## config.mk

```make
export PLATFORM = sky130hd
export DESIGN_NAME = pcbf_ctrl
export DESIGN_NICKNAME = d
export VERILOG_FILES = /design/src/hdl/pcbf_pkg.sv /design/src/hdl/pcbf_ctrl.sv
export SDC_FILE = /design/constraint.sdc
export NUM_CORES = 1
export LEC_CHECK = 0
export BUFFER_PORTS_ARGS = -buffer_cell sky130_fd_sc_hd__buf_2
export CAP_MARGIN = 5
export CORE_AREA = 5 5 42 44
export DETAILED_ROUTE_END_ITERATION = 8
export DIE_AREA = 0 0 47 49
export PLACE_DENSITY_LB_ADDON = 0.05
export SYNTH_ARGS = -nofsm -noshare
export SYNTH_HDL_FRONTEND = slang
export SYNTH_SLANG_ARGS = --single-unit
```

## constraint.sdc

```tcl
create_clock -name clk_i -period 3.13 [get_ports clk_i]
set_input_delay 0.313 -clock clk_i [delete_from_list [all_inputs] [get_ports clk_i]]
set_output_delay 0.313 -clock clk_i [all_outputs]
set_load 0.005 [all_outputs]
```

## src/hdl/pcbf_pkg.sv

```systemverilog
// Shared types and constants for the point cloud bounds fit block.
`timescale 1ns / 1ps

package pcbf_pkg;

  localparam int unsigned COORD_W    = 16;
  localparam int unsigned EXTENT_W   = 15;
  localparam int unsigned MARGIN_W   = 14;
  localparam int unsigned CFG_W      = 15;
  localparam int unsigned CFG_IDX_W  = 2;
  localparam int unsigned PCBF_MAX_POINTS = 64;

  // Quotient bits of the rescale divider; the quotient never exceeds |window|.
  localparam int unsigned QBITS      = 15;
  localparam int unsigned DCNT_W     = $clog2(QBITS);

  localparam logic [EXTENT_W-1:0] EXTENT_RST = EXTENT_W'(16384);
  localparam logic [MARGIN_W-1:0] MARGIN_RST = MARGIN_W'(461);

  typedef enum logic [CFG_IDX_W-1:0] {
    CFG_EXTENT_X = 2'd0,
    CFG_EXTENT_Y = 2'd1,
    CFG_EXTENT_Z = 2'd2,
    CFG_MARGIN   = 2'd3
  } cfg_reg_e;

  typedef enum logic [2:0] {
    ST_IDLE,
    ST_SETUP,
    ST_FETCH,
    ST_DIFF,
    ST_MUL,
    ST_LOAD,
    ST_DIV,
    ST_EMIT
  } ctrl_state_e;

  typedef struct packed {
    logic load;
    logic plan;
    logic fetch;
    logic diff;
    logic mul;
    logic div_load;
    logic div_step;
    logic emit;
  } pcbf_cmd_t;

  typedef struct packed {
    logic need_div;
    logic last_pt;
  } pcbf_status_t;

endpackage

```

## src/hdl/pcbf_ctrl.sv

```systemverilog
// Controller state machine: sequences loading, fit planning and per-point emission.
`timescale 1ns / 1ps

module pcbf_ctrl
  import pcbf_pkg::*;
(
  input  logic         clk_i,
  input  logic         rst_ni,
  input  logic         start_i,
  input  logic         in_last_i,
  input  pcbf_status_t status_i,
  output pcbf_cmd_t    cmd_o,
  output logic         busy_o
);

  ctrl_state_e       state_q, state_d;
  logic [DCNT_W-1:0] dcnt_q, dcnt_d;

  always_ff @(posedge clk_i or negedge rst_ni) begin
    if (!rst_ni) begin
      state_q <= ST_IDLE;
      dcnt_q  <= '0;
    end else begin
      state_q <= state_d;
      dcnt_q  <= dcnt_d;
    end
  end

  always_comb begin
    state_d = state_q;
    dcnt_d  = dcnt_q;
    unique case (state_q)
      ST_IDLE:  if (start_i && in_last_i) state_d = ST_SETUP;
      ST_SETUP: state_d = ST_FETCH;
      ST_FETCH: state_d = ST_DIFF;
      ST_DIFF:  state_d = ST_MUL;
      ST_MUL:   state_d = status_i.need_div ? ST_LOAD : ST_EMIT;
      ST_LOAD: begin
        state_d = ST_DIV;
        dcnt_d  = DCNT_W'(QBITS - 1);
      end
      ST_DIV: begin
        if (dcnt_q == '0) begin
          state_d = ST_EMIT;
        end else begin
          dcnt_d = dcnt_q - DCNT_W'(1);
        end
      end
      ST_EMIT:  state_d = status_i.last_pt ? ST_IDLE : ST_FETCH;
    endcase
  end

  always_comb begin
    cmd_o    = '0;
    busy_o   = 1'b1;
    unique case (state_q)
      ST_IDLE: begin
        busy_o     = 1'b0;
        cmd_o.load = start_i;
      end
      ST_SETUP: cmd_o.plan     = 1'b1;
      ST_FETCH: cmd_o.fetch    = 1'b1;
      ST_DIFF:  cmd_o.diff     = 1'b1;
      ST_MUL:   cmd_o.mul      = 1'b1;
      ST_LOAD:  cmd_o.div_load = 1'b1;
      ST_DIV:   cmd_o.div_step = 1'b1;
      ST_EMIT:  cmd_o.emit     = 1'b1;
    endcase
  end

  a_div_needed: assert property (@(posedge clk_i) disable iff (!rst_ni)
    (state_q == ST_DIV) |-> status_i.need_div)
    else $error("divider stepping while no axis rescales");

  a_idle_after_emit: assert property (@(posedge clk_i) disable iff (!rst_ni)
    $fell(busy_o) |-> $past(state_q == ST_EMIT))
    else $error("controller went idle without emitting the final point");

endmodule

```

==> run_results.csv, run 1 <==
group,metric,value,unit
yosys,syn_nets,56,
floorplan,fp-row-count,14,
layout,drive_above_1_share,30.8,%
place,post-place-cells,76,
grt,grt_start_max_net_pins,13,
yosys,async_flop_share,100,%
place,io_buffer_count,14,
floorplan,dieWidth,47,um
cts,tritoncts,"built",
layout,regArea,175,um2
layout,multi_input_area,219,um2
pwr,peakVddDrop,0.334,mV
layout,num-fill-cells,162,
cts,insertion_delay,0.24,ns
grt,antenna_found_initial,0,
yosys,synth_area_leaders,"dfrtp_1 39%, inv_1 5.8%, buf_6 5.0%",
critical_path,crit_type,"reg2out",
yosys,yosysTopAreaCellShare,38.9,%
timing,relSlewSlack,74.8,%
pwr,power_density,899,nW/um2
floorplan,fp.dieH,49,um
grt,grt_first_pass_wirelength,1.55,mm
critical_path,arrival,1.45,ns
route,wl_per_cell,10.9,um
yosys,syn-cell-area,450,um2
critical_path,cp-start-kind,"flip-flop",
route,wl,885,um
critical_path,endpoint_kind,"output pin",
route,vias_per_cell,4.72,
yosys,syn_inst,49,
layout,final_cells,81,
layout,layout.nets,73,
timing,skew,0.000560,ns
cts,cts.sink_count,7,
critical_path,crit_required,2.82,ns
timing,final_max_slew_viol_count,0,
yosys,synth_cell_types,23,
cts,cts-root-buf,"clkbuf_4",
cts,clk_path_buf_depth,2,
yosys,yosysWarningCount,0,
critical_path,critPathMaxFanout,11,
yosys,synth.avg_cell_area,9.19,um2
yosys,synth_ff_type,"dfrtp_1",
timing,hold_viol_final,0,
pwr,p_leak,0.000289,uW
route,vias,382,
timing,worstMarginPinSlew,0.378,ns
route,dr.first_iter.drc_count,4,
cts,clkTransAtPathRegs,0.05,ns
layout,diodes,0,
flow_run,max_cap_violations,0,
cts,cts-htree-levels,1,
place,gp_routability_congestion,0.712,
timing,period_share,56.4,%
grt,grt_overflow,0,
grt,grt_pass1_vias,360,
timing,setup_violations,0,
timing,grt_setup_unrepaired,"no",
yosys,synth_common_cells,"7 x dfrtp_1, 7 x inv_1, 6 x nor2_1",
timing,fmax,0.566,GHz
yosys,synth_seq_cells,7,
timing,min_period,1.77,ns
grt,grt_usage,9.20,%
cts,cts_buffers,3,
route,drc,0,
timing,setup_tns,0,ns
min_path,min_path_type,"in2reg",
floorplan,dieArea,2300,um2
yosys,synth.yosys.seq_area_share,38.9,%
floorplan,coreArea,1400,um2
run_status,status,"completed",
place,dp_hpwl,686,um
yosys,synth_edf_count,0,
floorplan,start_util,32.1,%
floorplan,io-pin-count,15,
route,firstDrtPassIters,4,
route,ant_nets,0,
layout,syn2layout_area_growth,21.4,%
yosys,yosysTopAreaCell,"dfrtp_1",
cts,cts_resized,0,
state kept, by name, indices dropped and copies added, names as in the netlist:
signal   count
state_q      3
dcnt_q       4
where the power goes:
group | total [uW] | switching, uW | internal [uW] | leakage, uW
logic | 206 | 91.0 | 115 | 0.000199
registers | 205 | 75.5 | 130 | 0.0000744
clock network | 80.8 | 32.3 | 48.6 | 0.0000150
total | 492 | 199 | 293 | 0.000289
layer usage:
layer,up-vias,GRT usage [%],routed length [um]
met4,0,5.53,6
met1,172,12.7,419
met2,6,12.4,412
met3,2,2.21,46
li1,202,-,-
met5,-,0,0
repair_timing:
action | 4_1_cts | 5_1_grt
hold buffers | 1 | 0
endpoints found under the hold margin | 7 | 0
setup buffers | 0 | 0
cells in the final DEF (no fill, tap or decap), types with 2 or more instances in the layout:
master	Yosys	final
a21oi_1	3	3
nor3b_1	3	3
nand2_1	3	3
clkbuf_4	0	3
nor3_1	2	2
mux2i_1	2	2
dfrtp_1	7	7
nor2_1	6	6
inv_1	7	7
buf_2	0	14
per-stage QoR:
stage	instance area, um2	total power, uW	setup slack [ns]	hold WS (ns)	util (%)
floorplan	450	375	1.68	0.0174	-
global placement	510	420	1.62	0.159	36.4
detailed placement	510	418	1.62	0.161	36.4
CTS	547	504	1.34	0.386	39.0
global route	547	541	1.26	0.401	39.0
finish	547	492	1.36	0.386	39.0
critical path: stages, from the launching register on:
cell and delay [ns]:
dfrtp_1 0.47, or3_2 0.53, nor2_1 0.09, buf_2 0.11
area by class of cell:
class	count	area share (%)
clock buffer	4	4.81
inverter	7	4.81
sequential	7	32.0
timing repair buffer	15	14.6
tap	16	3.66
multi-input combinational	32	40.0
logic make-up after synthesis:
kind of cell / after synthesis / synth area share [%]
AND/OR/NAND/NOR: 22 / 30.6
buffers and inverters: 10 / 12.5
flip-flops: 7 / 38.9
AO/OA/AOI/OAI: 6 / 8.89
multiplexers: 2 / 4.44
XOR/XNOR: 1 / 1.94
adder cells (fa/ha/maj): 1 / 2.78
final timing paths:
| kind | startpoint | to | slack, ns | cells after the start |
|---|---|---|---|---|
| worst max-delay path | state_q[0]$_DFFE_PN0P_ | cmd_o[7] | 1.36 | 3 |
| worst min-delay path | in_last_i | state_q[0]$_DFFE_PN0P_ | 0.39 | 3 |
| worst max register to register | state_q[2]$_DFFE_PN0P_ | dcnt_q[3]$_DFFE_PN0P_ | 1.63 | 3 |
| worst min register to register | dcnt_q[0]$_DFFE_PN0P_ | dcnt_q[0]$_DFFE_PN0P_ | 0.53 | 1 |
| max in group asynchronous | rst_ni | state_q[2]$_DFFE_PN0P_ | 2.54 | 2 |
| min in group asynchronous | rst_ni | dcnt_q[1]$_DFFE_PN0P_ | 0.43 | 2 |
(Power assumes the default switching activity.)
==> run 2: changes to the inputs <==
--- a/config.mk
+++ b/config.mk
@@ -5,6 +5,7 @@
 export SDC_FILE = /design/constraint.sdc
 export NUM_CORES = 1
 export LEC_CHECK = 0
+export ABC_AREA = 1
 export BUFFER_PORTS_ARGS = -buffer_cell sky130_fd_sc_hd__buf_2
 export CAP_MARGIN = 5
 export CORE_AREA = 5 5 42 44
==> constraint.sdc (replaced) <==
create_clock -name clk_i -period 1.8 [get_ports clk_i]
set_input_delay 0.18 -clock clk_i [delete_from_list [all_inputs] [get_ports clk_i]]
set_output_delay 0.18 -clock clk_i [all_outputs]
set_load 0.005 [all_outputs]
==> run_results.csv, run 2 <==
group,metric,value,unit
run_status,status,"completed",
layout,top_regs,"dcnt_q (4), state_q (3)",
cts,clkTransAtPathRegs,0.05,ns
route,dr.first_iter.drc_count,3,
floorplan,fp.dieH,49,um
floorplan,dieWidth,47,um
timing,period_share,77.6,%
timing,setup_tns,0,ns
floorplan,coreArea,1400,um2
grt,grt_usage,9.50,%
yosys,syn_nets,69,
floorplan,fp-row-count,14,
route,vias_per_cell,4.40,
layout,utilization,41.4,%
timing,relSlewSlack,79.0,%
layout,top_register,"dcnt_q",
critical_path,endpoint_kind,"output pin",
cts,cts-htree-levels,1,
yosys,synth_common_cells,"16 x nand2_1, 11 x nand3_1, 9 x nor2_1, 8 x inv_1, 7 x dfrtp_1",
yosys,async_flop_share,100,%
critical_path,rrSetupSlack,0.56,ns
yosys,yosysWarningCount,0,
critical_path,reg2reg_to,"dcnt_q[2]$_DFFE_PN0P_",
cts,clk_path_buf_depth,2,
layout,layout.nets,89,
yosys,yosysTopAreaCellShare,38.6,%
layout,final_cell_mix,"16 x nand2_1, 14 x buf_2, 11 x nand3_1",
critical_path,arrival,1.22,ns
min_path,worstHoldStart,"status_i[1]",
critical_path,crit_required,1.62,ns
critical_path,crit_top_cell,"inv_1",
cts,insertion_delay,0.25,ns
floorplan,dieArea,2300,um2
yosys,syn-cell-area,454,um2
route,vias,427,
cts,cts_buffers,3,
yosys,synth_seq_cells,7,
flow_run,max_cap_violations,0,
critical_path,crit_path_end,"cmd_o[2]",
floorplan,start_util,32.4,%
critical_path,critPathMaxFanout,6,
timing,worstMarginPinSlew,0.315,ns
grt,antenna_found_initial,0,
yosys,yosysTopAreaCell,"dfrtp_1",
place,dp_hpwl,760,um
cts,cts_setup_buffers,0,
grt,grt_start_max_net_pins,8,
layout,drive_above_1_share,29.6,%
cts,cts-root-buf,"clkbuf_4",
route,ant_nets,0,
critical_path,crit_type,"reg2out",
timing,fmax,0.716,GHz
critical_path,slowest_stage,"dfrtp_1",
layout,num-fill-cells,157,
critical_path,max_stage_delay,0.44,ns
place,io_buffer_count,14,
pwr,total_power,1070,uW
layout,largest_reg_flops,4,
grt,grt_overflow,0,
pwr,p_leak,0.000348,uW
timing,skew,0.00595,ns
floorplan,io-pin-count,15,
yosys,synth_ff_type,"dfrtp_1",
layout,layout_commonest_cell,"nand2_1",
yosys,synth.yosys.seq_area_share,38.6,%
yosys,synth_edf_count,0,
timing,hold_viol_final,0,
route,firstDrtPassIters,4,
timing,grt_setup_unrepaired,"no",
grt,grt_pass1_vias,371,
yosys,synth.avg_cell_area,7.33,um2
min_path,min_path_type,"in2reg",
critical_path,crit_start,"state_q[1]$_DFFE_PN0P_",
timing,setup_violations,0,
place,gp_routability_congestion,0.760,
pwr,peakVddDrop,0.725,mV
yosys,synth_cell_types,13,
route,drc,0,
yosys,synth_most_common_cell,"nand2_1",
yosys,syn_inst,62,
critical_path,ff2ff_path_depth,7,
critical_path,cp_cell_sequence,"inv_1 > nand3_1 > inv_1 > buf_2",
layout,regArea,175,um2
layout,multi_input_area,241,um2
route,wl_per_cell,9.72,um
timing,min_period,1.40,ns
timing,final_max_slew_viol_count,0,
layout,diodes,0,
grt,grt_first_pass_wirelength,1.55,mm
critical_path,rr_startpoint,"dcnt_q[0]$_DFFE_PN0P_",
route,wl,943,um
cts,tritoncts,"built",
layout,syn2layout_area_growth,27.8,%
critical_path,cp-start-kind,"flip-flop",
cts,cts.sink_count,7,
yosys,synth_area_leaders,"dfrtp_1 39%, nand2_1 13%, nand3_1 12%",
cts,cts_resized,0,
pwr,power_density,1840,nW/um2
run 2: per-stage QoR:
step | setup WS (ns) | cell area, um2 | std cells | hold slack [ns]
after global routing | 0.256 | 581 | 97 | 0.137
final | 0.404 | 581 | 97 | 0.139
after CTS | 0.395 | 581 | 97 | 0.134
after global placement | 0.576 | 544 | 92 | 0.0267
after floorplan | 0.656 | 454 | 62 | -0.116
after detailed placement | 0.561 | 544 | 92 | 0.0208
run 2: logic make-up after synthesis:
group / after synthesis / synth area share, %
AOI/OAI and AO/OA: 1 / 1.38
xor gates and xnor gates: 1 / 1.93
adders and majority gates: 1 / 2.75
buffers and inverters: 10 / 8.27
DFF: 7 / 38.6
and+or+nand+nor: 42 / 47.1
run 2: metal layers:
| metal | up-vias | share of wire (%) | track usage, % |
|---|---|---|---|
| li1 | 232 | - | - |
| met4 | 0 | 1.8 | 8.29 |
| met5 | - | 0 | 0 |
| met1 | 183 | 50 | 12.6 |
| met3 | 2 | 5.9 | 2.95 |
| met2 | 10 | 42 | 11.8 |
run 2: area by class of cell:
type / count / share of cell area (%)
repair buffers: 15 / 13.8
inverters: 10 / 6.47
multi-input cells: 45 / 41.6
well taps: 16 / 3.45
flip-flops and latches: 7 / 30.2
clock buffers: 4 / 4.53
run 2: worst max-delay path, delay by kind of cell, from the launching register on:
| family | cells | cell delay (ns) |
|---|---|---|
| flip-flops | 1 | 0.44 |
| AND/OR/NAND/NOR | 1 | 0.23 |
| buffers and inverters | 3 | 0.30 |
run 2: timing repair:
| action | CTS | global route |
|---|---|---|
| endpoints found under the hold margin | 7 | 0 |
| hold buffers | 1 | 0 |
| setup endpoints to repair | 0 | 0 |
run 2: worst min path at each step:
| stage | end | slack [ns] | cells after the start |
|---|---|---|---|
| floorplan | dcnt_q[0]$_DFFE_PN0P_ | -0.12 | 0 |
| global placement | dcnt_q[2]$_DFFE_PN0P_ | 0.03 | 1 |
| detailed placement | dcnt_q[2]$_DFFE_PN0P_ | 0.02 | 1 |
| CTS | state_q[1]$_DFFE_PN0P_ | 0.13 | 2 |
| global route | state_q[1]$_DFFE_PN0P_ | 0.14 | 2 |
| finish | state_q[1]$_DFFE_PN0P_ | 0.14 | 2 |
run 2: power by group:
group / leakage (uW) / total [uW] / switching, uW / internal [uW]
sequential: 0.0000815 / 335 / 90.9 / 244
combinational: 0.000252 / 596 / 359 / 237
clock: 0.0000150 / 140 / 55.3 / 84.4
total: 0.000348 / 1070 / 505 / 566
